<file path="config.mk">
export PLATFORM = sky130hd
export DESIGN_NAME = dcp_div_cell
export DESIGN_NICKNAME = d
export VERILOG_FILES = /design/src/sv/dcp_div_cell.sv
export SDC_FILE = /design/constraint.sdc
export NUM_CORES = 1
export LEC_CHECK = 0
export BUFFER_PORTS_ARGS = -buffer_cell sky130_fd_sc_hd__buf_2
export CAP_MARGIN = 5
export CORE_MARGIN = 4
export CORE_UTILIZATION = 25
export DETAILED_ROUTE_END_ITERATION = 16
export GPL_ROUTABILITY_DRIVEN = 0
export GPL_TIMING_DRIVEN = 0
export SLEW_MARGIN = 20
export SYNTH_ARGS = -nofsm -noshare
export SYNTH_HDL_FRONTEND = slang
export SYNTH_SLANG_ARGS = --single-unit
</file>
<file path="constraint.sdc">
create_clock -name clock -period 2.83 [get_ports clock]
set_input_delay 0.1415 -clock clock [delete_from_list [all_inputs] [get_ports clock]]
set_output_delay 0.1415 -clock clock [all_outputs]
set_load 0.005 [all_outputs]
</file>
<file path="src/sv/dcp_div_cell.sv">
`timescale 1ns / 1ps

// One quotient bit for both axes: subtracts the length shifted by STEP
// from each partial remainder where it fits.
module dcp_div_cell #(
   parameter int NW     = 48,
   parameter int LW     = 25,
   parameter int QW     = 24,
   parameter int STEP   = 0,
   parameter int SIDE_W = 8
) (
   input  logic              clock,
   input  logic              reset,
   input  logic              en,
   input  logic              in_valid,
   input  logic [LW-1:0]     in_len,
   input  logic [NW-1:0]     in_rem_x,
   input  logic [NW-1:0]     in_rem_y,
   input  logic [QW-1:0]     in_q_x,
   input  logic [QW-1:0]     in_q_y,
   input  logic [SIDE_W-1:0] in_side,
   output logic              out_valid,
   output logic [LW-1:0]     out_len,
   output logic [NW-1:0]     out_rem_x,
   output logic [NW-1:0]     out_rem_y,
   output logic [QW-1:0]     out_q_x,
   output logic [QW-1:0]     out_q_y,
   output logic [SIDE_W-1:0] out_side
);
   localparam int CW = ((NW > LW + QW) ? NW : LW + QW) + 1;

   logic              valid_ff;
   logic [LW-1:0]     len_ff;
   logic [NW-1:0]     rem_x_ff, rem_x_in, rem_y_ff, rem_y_in;
   logic [QW-1:0]     q_x_ff, q_x_in, q_y_ff, q_y_in;
   logic [SIDE_W-1:0] side_ff;
   logic [CW-1:0]     trial;
   logic              fit_x, fit_y;

   always_comb begin
      trial    = CW'(in_len) << STEP;
      fit_x    = CW'(in_rem_x) >= trial;
      fit_y    = CW'(in_rem_y) >= trial;
      rem_x_in = fit_x ? NW'(CW'(in_rem_x) - trial) : in_rem_x;
      rem_y_in = fit_y ? NW'(CW'(in_rem_y) - trial) : in_rem_y;
      q_x_in   = fit_x ? (in_q_x | (QW'(1) << STEP)) : in_q_x;
      q_y_in   = fit_y ? (in_q_y | (QW'(1) << STEP)) : in_q_y;
   end

   always_ff @(posedge clock) begin
      if (reset) begin
         valid_ff <= 1'b0;
      end else if (en) begin
         valid_ff <= in_valid;
      end
      if (en) begin
         len_ff   <= in_len;
         rem_x_ff <= rem_x_in;
         rem_y_ff <= rem_y_in;
         q_x_ff   <= q_x_in;
         q_y_ff   <= q_y_in;
         side_ff  <= in_side;
      end
   end

   assign out_valid = valid_ff;
   assign out_len   = len_ff;
   assign out_rem_x = rem_x_ff;
   assign out_rem_y = rem_y_ff;
   assign out_q_x   = q_x_ff;
   assign out_q_y   = q_y_ff;
   assign out_side  = side_ff;
endmodule

</file>
==> results.md <==
* Worst r2r src: out_valid
* Final Hold Vio Count at 0
* Synthesized area at 9910 um2
* Core Region at 38,900 um2
* Cell Rows at 72
* Vias at 9,141
* Run status: finished clean
* FMAX at 366 MHz
* Syn Nets at 1,114
* Layout cells sized above 1 at 31.4%
* Initial core utilization at 25.5%
* Post-route ant nets at 0
* Hold_sp: in_rem_y[6]
* Layout Utilization at 37.4%
* Io pins at 359
* Yosys cell types at 70
* FFs w/ async S/R, synth at 0%
* DR pass1 iterations at 7
* Root Buffer: clkbuf_16
* Syn avg cell area at 11.2 um2
* DP HPWL at 27.7 mm
* Unrepaired setup endpoints after global routing: true
* Post-route cell area at 14,500 um2
* Tcrit/Tclk final at 96.5%
* Clk_lat worst skew at 0.46 ns
* Die span in x at 207 um
* Ranking of synthesized cells by area: edfxtp_1 (54%), ha_1 (6.3%), xnor2_1 (3.7%)
* Synth Instances at 881
* Synth-to-layout area growth at 46.7%
* Top FF cell, synth: edfxtp_1
* Setup Skew at 0 ns
* PortBufs at 358
* Crit path largest cell delay at 0.42 ns
* Crit-path max FO at 10
* Synth area leader: edfxtp_1
* Synth top area share at 53.6%
* Tightest Pin Transition at 0.704 ns
* Most common cell after layout, fill and taps aside: buf_2
* Buffers plus inverters on the worst setup path at 5
* Fill cells at 3,887
* # placed instances at 1,758
* Die Y at 207 um
* CP delay by family, top: compound AO/OA/AOI/OAI gates
* Sequential share of the synthesized area at 53.8%
* Layout Cells excl Fill at 1,940
* H-tree depth at 4
* P per Cell Area at 501 nW/um2
* Vias/cell at 4.71
* Crit-path slowest cell: a2111oi_4
* Overflow after GRT at 0
* Total wire length at 36.3 mm
* Number of max-cap violations at 0
* Crit-path cells: buf_2 > inv_1 > ha_1 > clkbuf_1 > a21oi_1 > o21bai_1 > a21o_1 > a2111oi_4 > nor3b_4 > and2_4 > buf_6 > buf_2 > nand2_1 > o21ai_0
* Largest net degree at the start of global routing at 94
* Vias in the first global route at 9,157
* CP startpoint: in_len[21]
* Critical Path Most Common Cell: buf_2
* Most frequent cells in the layout: buf_2 (363), edfxtp_1 (177), dlygate4sd3_1 (143)
* DRT iter0 DRCs at 591
* Post-synth EDFFs at 177
* P_leak at 5.95 nW
* Initial antenna violation count at 13
* Slew Limit Headroom at 52.6%
* Setup crit start kind: input pin
* Critical path data required time at 3.09 ns
* WS Path Type: in -> reg
* Total CTS buffers at 17
* Peak supply drop at 0.427 mV
* All-Layer GR Usage at 16.5%
* Worst setup EP type: register
* Cell Area, Placed at 12,400 um2
* TritonCTS clock tree: done
* # nets final at 1,634
* First-pass GRT wire length at 54.7 mm
* TritonCTS Sinks at 178
* WP data arrival at 2.99 ns
* WL/cell at 18.7 um
* Min Tclk post-route at 2.73 ns
* Post-synthesis register bit count at 178
* Die area at 42,900 um2
* DRC violations left at 0
* Register clock-pin slew on the reported worst setup and hold paths at 0.07 ns
* Hold Path Class: in -> reg
* CTS max path bufs at 2
* Yosys warns at 0
* Setup Viol. Count Final at 0
* Final slew viol count at 0
-- layout make-up --
class	count	area, um2	share of cell area (%)
Inverter	44	165	1.14
Buffer	27	128	0.877
Clock buffer	17	425	2.92
Sequential cell	178	5340	36.7
Timing Repair Buffer	502	3260	22.4
Multi-Input combinational cell	631	4420	30.4
Clock inverter	15	143	0.981
Tap cell	518	648	4.46
Antenna cell	8	20.0	0.138
-- path summary, 6_finish.rpt --
check                                     end  slack (ns)  depth (start not counted)
worst min-delay path             out_rem_y[6]        0.03                          3
worst max-delay path            out_rem_x[15]        0.10                         14
worst min register to register      out_valid        1.08                          3
worst max register to register      out_valid        1.65                          3
-- Yosys cell counts, types with 11 or more instances --
master / instances
a21o_1: 18
a21oi_1: 63
clkbuf_1: 21
edfxtp_1: 177
ha_1: 50
inv_1: 44
nand2_1: 80
nand3_1: 22
nand4_1: 13
nor2_1: 65
nor3_1: 20
nor4_1: 14
o21ai_0: 51
o21bai_1: 11
xnor2_1: 42
xor2_1: 40
-- repair_timing --
action	CTS	global route
hold buffers	143	0
pin swaps	0	1
endpoints found under the setup margin	30	69
resized for setup	5	28
endpoints found under the hold margin	142	0
setup buffers	0	0
-- tightest hold or removal path: stages --
cell     delay [ns]
buf_2          0.10
nand2_1        0.04
o21ai_0        0.08
-- per-layer routing --
metal	global-route usage, %	part of all wire, %
met5	0	0.24
met4	6.11	2.5
met3	6.17	8.6
met2	26.5	46
met1	20.4	43
-- state kept, by name (all words and copies together) (netlist names) --
register	cells
out_rem_x	48
out_rem_y	48
out_len	25
out_q_x	24
out_q_y	24
out_side	8
out_valid	1
-- metrics by stage --
step                      setup slack (ns)  hold slack (ns)  power [mW]  TNS [ns]
final                                0.100           0.0286        7.29         0
after floorplan                     0.0763            0.214        4.08         0
after global routing               -0.0132           0.0147        7.69   -0.0282
after CTS                          0.00249         0.000453        7.37         0
after global placement              -0.901            0.304        4.81   -188.94
after detailed placement            -0.868            0.307        4.82    -39.77
-- logic make-up (layout without fill, tap and decap cells) --
| kind of cell | Yosys count | count (layout) | share of synthesized area (%) |
|---|---|---|---|
| mux | 2 | 2 | 0.215 |
| other cells | 0 | 8 | 0 |
| fa+ha+maj | 52 | 52 | 6.72 |
| xor+xnor | 82 | 82 | 7.25 |
| flops | 178 | 178 | 53.8 |
| compound gates | 212 | 212 | 14.1 |
| buf+inv | 72 | 605 | 2.88 |
| simple gates | 283 | 283 | 15.0 |
-- report_power, final --
part,switching (mW),total (mW),internal (mW)
combinational,0.900,1.65,0.753
clock,1.17,2.33,1.16
sequential,0.0692,3.30,3.23
No activity file was read; power rests on OpenSTA's default activity.
