==> config.mk <==
export PLATFORM = sky130hd
export DESIGN_NAME = dcp_sqrt_cell
export DESIGN_NICKNAME = d
export VERILOG_FILES = /design/src/sv/dcp_sqrt_cell.sv
export SDC_FILE = /design/constraint.sdc
export NUM_CORES = 1
export LEC_CHECK = 0
export BUFFER_PORTS_ARGS = -buffer_cell sky130_fd_sc_hd__buf_2
export CORE_UTILIZATION = 40
export CTS_CLUSTER_SIZE = 24
export DETAILED_ROUTE_END_ITERATION = 7
export HOLD_SLACK_MARGIN = 0.12
export PLACE_DENSITY = 0.75
export SETUP_SLACK_MARGIN = 0.3
export SLEW_MARGIN = 20
export SYNTH_ARGS = -nofsm -noshare
export SYNTH_HDL_FRONTEND = slang
export SYNTH_SLANG_ARGS = --single-unit
==> constraint.sdc <==
create_clock -name clock -period 2.86 [get_ports clock]
set_input_delay 0 -clock clock [delete_from_list [all_inputs] [get_ports clock]]
set_output_delay 0 -clock clock [all_outputs]
set_load 0.01 [all_outputs]
==> src/sv/dcp_sqrt_cell.sv <==
`timescale 1ns / 1ps

// One bit of the square root: tries setting bit STEP of the root against
// the remainder (radicand minus root squared so far).
module dcp_sqrt_cell #(
   parameter int SW     = 49,
   parameter int RW     = 25,
   parameter int STEP   = 0,
   parameter int SIDE_W = 8
) (
   input  logic              clock,
   input  logic              reset,
   input  logic              en,
   input  logic              in_valid,
   input  logic [SW-1:0]     in_rem,
   input  logic [RW-1:0]     in_root,
   input  logic [SIDE_W-1:0] in_side,
   output logic              out_valid,
   output logic [SW-1:0]     out_rem,
   output logic [RW-1:0]     out_root,
   output logic [SIDE_W-1:0] out_side
);
   localparam int CW = 2 * RW + 2;

   logic              valid_ff;
   logic [SW-1:0]     rem_ff, rem_in;
   logic [RW-1:0]     root_ff, root_in;
   logic [SIDE_W-1:0] side_ff;
   logic [CW-1:0]     trial;
   logic [CW-1:0]     rem_wide;
   logic              fits;

   always_comb begin
      trial    = (CW'(in_root) << (STEP + 1)) | (CW'(1) << (2 * STEP));
      rem_wide = CW'(in_rem);
      fits     = rem_wide >= trial;
      rem_in   = fits ? SW'(rem_wide - trial) : in_rem;
      root_in  = fits ? (in_root | (RW'(1) << STEP)) : in_root;
   end

   always_ff @(posedge clock) begin
      if (reset) begin
         valid_ff <= 1'b0;
      end else if (en) begin
         valid_ff <= in_valid;
      end
      if (en) begin
         rem_ff  <= rem_in;
         root_ff <= root_in;
         side_ff <= in_side;
      end
   end

   assign out_valid = valid_ff;
   assign out_rem   = rem_ff;
   assign out_root  = root_ff;
   assign out_side  = side_ff;
endmodule

==> flow_metrics.tcl <==
set metrics [dict create \
    status "complete, but fails checks" \
    violations "design-rule violations" \
    number_of_antenna_violations_at_the_first_check_in_global_routing 0 \
    cts.path.max_buffers 2 \
    num_rows 39 \
    filler_cell_count 929 \
    route.detailed.wl_per_inst_um 16.29 \
    core_region_area_um2 11610 \
    initialDrtViolationCount 394 \
    clkSinkCount 83 \
    via_count 4750 \
    arrival_ns 2.59 \
    ir_drop_v 0.0003176 \
    die_h_um 112.1 \
    synth_top_cell_area_share_pct 50.80 \
    seq_power_share_pct 44.2 \
    share_comb_of_total_power_pct 26.2 \
    routedLengthMet1_um 6101 \
    top_layer_used "met4" \
    detail_route.drc_violations 9 \
    post_drt_via_cell_ratio 5.301 \
    gp_congestion 0.9029 \
    end_kind "flop" \
    clkTransAtPathRegs_ns 0.06 \
    synth_flop_cell "sky130_fd_sc_hd__edfxtp_1" \
    critical_path_class "in2reg" \
    timing_worst_slew_pin_value_ns 1.111 \
    first_pass_grt_wire_length_um 22780 \
    synth_async_sr_flop_share_pct 0 \
    switchingPower_w 0.0009668 \
    clock_tree.root_cell "sky130_fd_sc_hd__clkbuf_16" \
    cp_data_required_time_ns 2.96 \
    cts-htree-levels 3 \
    grt_start_max_net_pins 84 \
    num_antenna_cells 0 \
    ys.warnings.count 0 \
    synthCells 459 \
    die_width_um 112.1 \
    fin_skew_ns 0 \
    synth_seq_cells 83 \
    timing.max_slew.rel_slack_pct 25.92 \
    power.share.switching_pct 27.92 \
    post_route_cells_drive_above_1_share_pct 32.80 \
    post-route-period-util_pct 87.08 \
    global_route.overflow_total 0 \
    place.detailed.instances 787 \
    postRouteWirelength_um 14600 \
    share_clk_of_total_power_pct 29.6 \
    timing.setup.tns_ns 0 \
    floorplan.initialDensity_pct 41.74 \
    drv_cap 0 \
    grt_setup_unrepaired "true" \
    power.leakage_nw 3.160 \
    timing.final.hold_violations 0 \
    power_density_nw_per_um2 471.9 \
    synth_area_leader "sky130_fd_sc_hd__edfxtp_1" \
    fin_nets 862 \
    synth_fp_nets 572 \
    netlist_top_cells_area "sky130_fd_sc_hd__edfxtp_1 51%, sky130_fd_sc_hd__ha_1 6.7%, sky130_fd_sc_hd__xor2_1 4.7%" \
    worstPathMaxFanout 4 \
    tritoncts "yes" \
    numCtsBuffers 9 \
    period_minus_slack_ns 2.491 \
    drt_pre_antenna_iters 7 \
    vias_in_the_first_global_route 4676 \
    worst_skew_pair.late_latency_ns 0.34 \
    final_antenna_net_count 0 \
    startpoint_type "input port" \
    report.final.slew_viol_count 0 \
    met2_wirelength_um 6937 \
    synthToLayoutAreaGrowth_pct 51.39 \
    synth_enable_flop_cells 82 \
    final_cells 896 \
    synth.distinct_cells 58 \
    route.met3.wl_um 965 \
    fp.dieArea_um2 12560 \
    syn-cell-area_um2 4847 \
    grtUsageTotal_pct 23.26 \
    cellInternalPower_w 0.002496 \
    timing.hold.worst.class "in2reg" \
    count_of_pins_on_the_block_boundary 169 \
    setup-violations-final 0 \
    synthesis.area_per_instance_um2 10.56 \
    dp_hpwl_um 9797 \
    max_freq_mhz 401.5 \
    port_buffers 168 \
    synth-seq-area-share_pct 51.21 \
]
final cells by class:
type | instances | area [um^2] | share of cell area [%]
multi-input cells | 325 | 2266 | 30.88
clock inverters | 4 | 18.77 | 0.2558
flip-flops and latches | 83 | 2482 | 33.83
well taps | 143 | 178.9 | 2.438
clock buffers | 11 | 232.7 | 3.171
inverters | 34 | 132.6 | 1.807
repair buffers | 296 | 2027 | 27.62
per-stage QoR:
stage	setup slack [ns]	hold slack (ns)	util (%)	total power (W)	area, um^2
CTS	0.3265	0.1217	62.20	0.003460	7223
global placement	0.07047	0.1583	52.62	0.002319	6111
detailed placement	0.009640	0.1589	52.62	0.002341	6111
floorplan	0.2551	0.07238	-	0.001976	4925
finish	0.3695	0.1522	63.19	0.003463	7338
global route	0.2318	0.1468	63.19	0.003615	7338
layout by cell type, fill, tap and decap left out, types with 4 or more instances in the layout:
cell / synthesis / final
sky130_fd_sc_hd__a21o_1: 4 / 4
sky130_fd_sc_hd__nand2b_1: 5 / 5
sky130_fd_sc_hd__nor2_1: 25 / 23
sky130_fd_sc_hd__o211ai_1: 6 / 6
sky130_fd_sc_hd__xor2_1: 26 / 26
sky130_fd_sc_hd__edfxtp_1: 82 / 82
sky130_fd_sc_hd__xnor2_1: 19 / 19
sky130_fd_sc_hd__o21a_1: 4 / 4
sky130_fd_sc_hd__or3_1: 4 / 4
sky130_fd_sc_hd__nor3_1: 13 / 8
sky130_fd_sc_hd__ha_1: 26 / 24
sky130_fd_sc_hd__nand4_1: 7 / 7
sky130_fd_sc_hd__clkbuf_16: 0 / 9
sky130_fd_sc_hd__nor4_1: 10 / 5
sky130_fd_sc_hd__nand3_1: 4 / 4
sky130_fd_sc_hd__buf_2: 4 / 167
sky130_fd_sc_hd__nor3_2: 0 / 4
sky130_fd_sc_hd__dlygate4sd3_1: 0 / 86
sky130_fd_sc_hd__inv_1: 34 / 33
sky130_fd_sc_hd__buf_4: 1 / 41
sky130_fd_sc_hd__a21oi_1: 35 / 35
sky130_fd_sc_hd__o21ai_0: 36 / 36
sky130_fd_sc_hd__nand2_1: 52 / 52
registers in the layout (all words and copies together) (netlist names):
signal     cells
out_rem       49
out_root      25
out_side       8
out_valid      1
power by group through the flow:
stage	logic [W]	clock network (W)	registers, W
2_1_floorplan	0.000348	0	0.00163
4_1_cts	0.000881	0.00105	0.00153
5_1_grt	0.000981	0.00109	0.00154
6_report	0.000908	0.00102	0.00153
3_5_place_dp	0.000785	0	0.00156
3_3_place_gp	0.000767	0	0.00155
synthesized netlist by cell type (5+ instances only):
| cell type | count |
|---|---|
| sky130_fd_sc_hd__xnor2_1 | 19 |
| sky130_fd_sc_hd__nand2b_1 | 5 |
| sky130_fd_sc_hd__inv_1 | 34 |
| sky130_fd_sc_hd__nor4_1 | 10 |
| sky130_fd_sc_hd__nand4_1 | 7 |
| sky130_fd_sc_hd__a21oi_1 | 35 |
| sky130_fd_sc_hd__nor2_1 | 25 |
| sky130_fd_sc_hd__o211ai_1 | 6 |
| sky130_fd_sc_hd__nand2_1 | 52 |
| sky130_fd_sc_hd__o21ai_0 | 36 |
| sky130_fd_sc_hd__clkbuf_1 | 9 |
| sky130_fd_sc_hd__xor2_1 | 26 |
| sky130_fd_sc_hd__ha_1 | 26 |
| sky130_fd_sc_hd__nor3_1 | 13 |
| sky130_fd_sc_hd__edfxtp_1 | 82 |
routing by layer:
metal | vias to the layer above | track usage [%]
met2 | 222 | 37.64
met5 | - | 0
met3 | 46 | 5.724
li1 | 2262 | -
met1 | 2220 | 28.73
met4 | 0 | 12.71
critical path: stages:
cell                        delay [ns]
sky130_fd_sc_hd__buf_2            0.11
sky130_fd_sc_hd__ha_1             0.34
sky130_fd_sc_hd__a2111o_1         0.41
sky130_fd_sc_hd__a21oi_1          0.21
sky130_fd_sc_hd__o2bb2ai_1        0.12
sky130_fd_sc_hd__o22ai_1          0.30
sky130_fd_sc_hd__o41a_1           0.23
sky130_fd_sc_hd__nor2_1           0.11
sky130_fd_sc_hd__nor4b_1          0.38
sky130_fd_sc_hd__buf_4            0.19
sky130_fd_sc_hd__nand2_1          0.06
sky130_fd_sc_hd__xnor2_1          0.12
final timing paths:
path	from	end	slack (ns)	depth (start not counted)
max	in_rem[4]	out_rem[47]$_DFFE_PP_	0.37	12
min	in_rem[26]	out_rem[27]$_DFFE_PP_	0.15	4
max reg2reg	out_valid$_SDFFE_PP0P_	out_valid$_SDFFE_PP0P_	1.72	3
min reg2reg	out_valid$_SDFFE_PP0P_	out_valid$_SDFFE_PP0P_	1.04	3
kinds of logic (layout without fill, tap and decap cells):
kind of cell	Yosys count	in the layout	share of synthesized area, %
xor gates and xnor gates	45	45	8.131
buffers and inverters	51	345	4.440
AOI/OAI and AO/OA	109	109	14.07
and+or+nand+nor	141	141	14.35
muxes	3	3	0.6711
adders and majority gates	27	27	7.124
DFF	83	83	51.21
timing repair:
action,4_1_cts,5_1_grt
endpoints found under the hold margin,83,0
endpoints found under the setup margin,0,42
hold buffers,86,0
resized for setup,0,10
setup buffers,0,8
No activity file was read; power rests on OpenSTA's default activity.
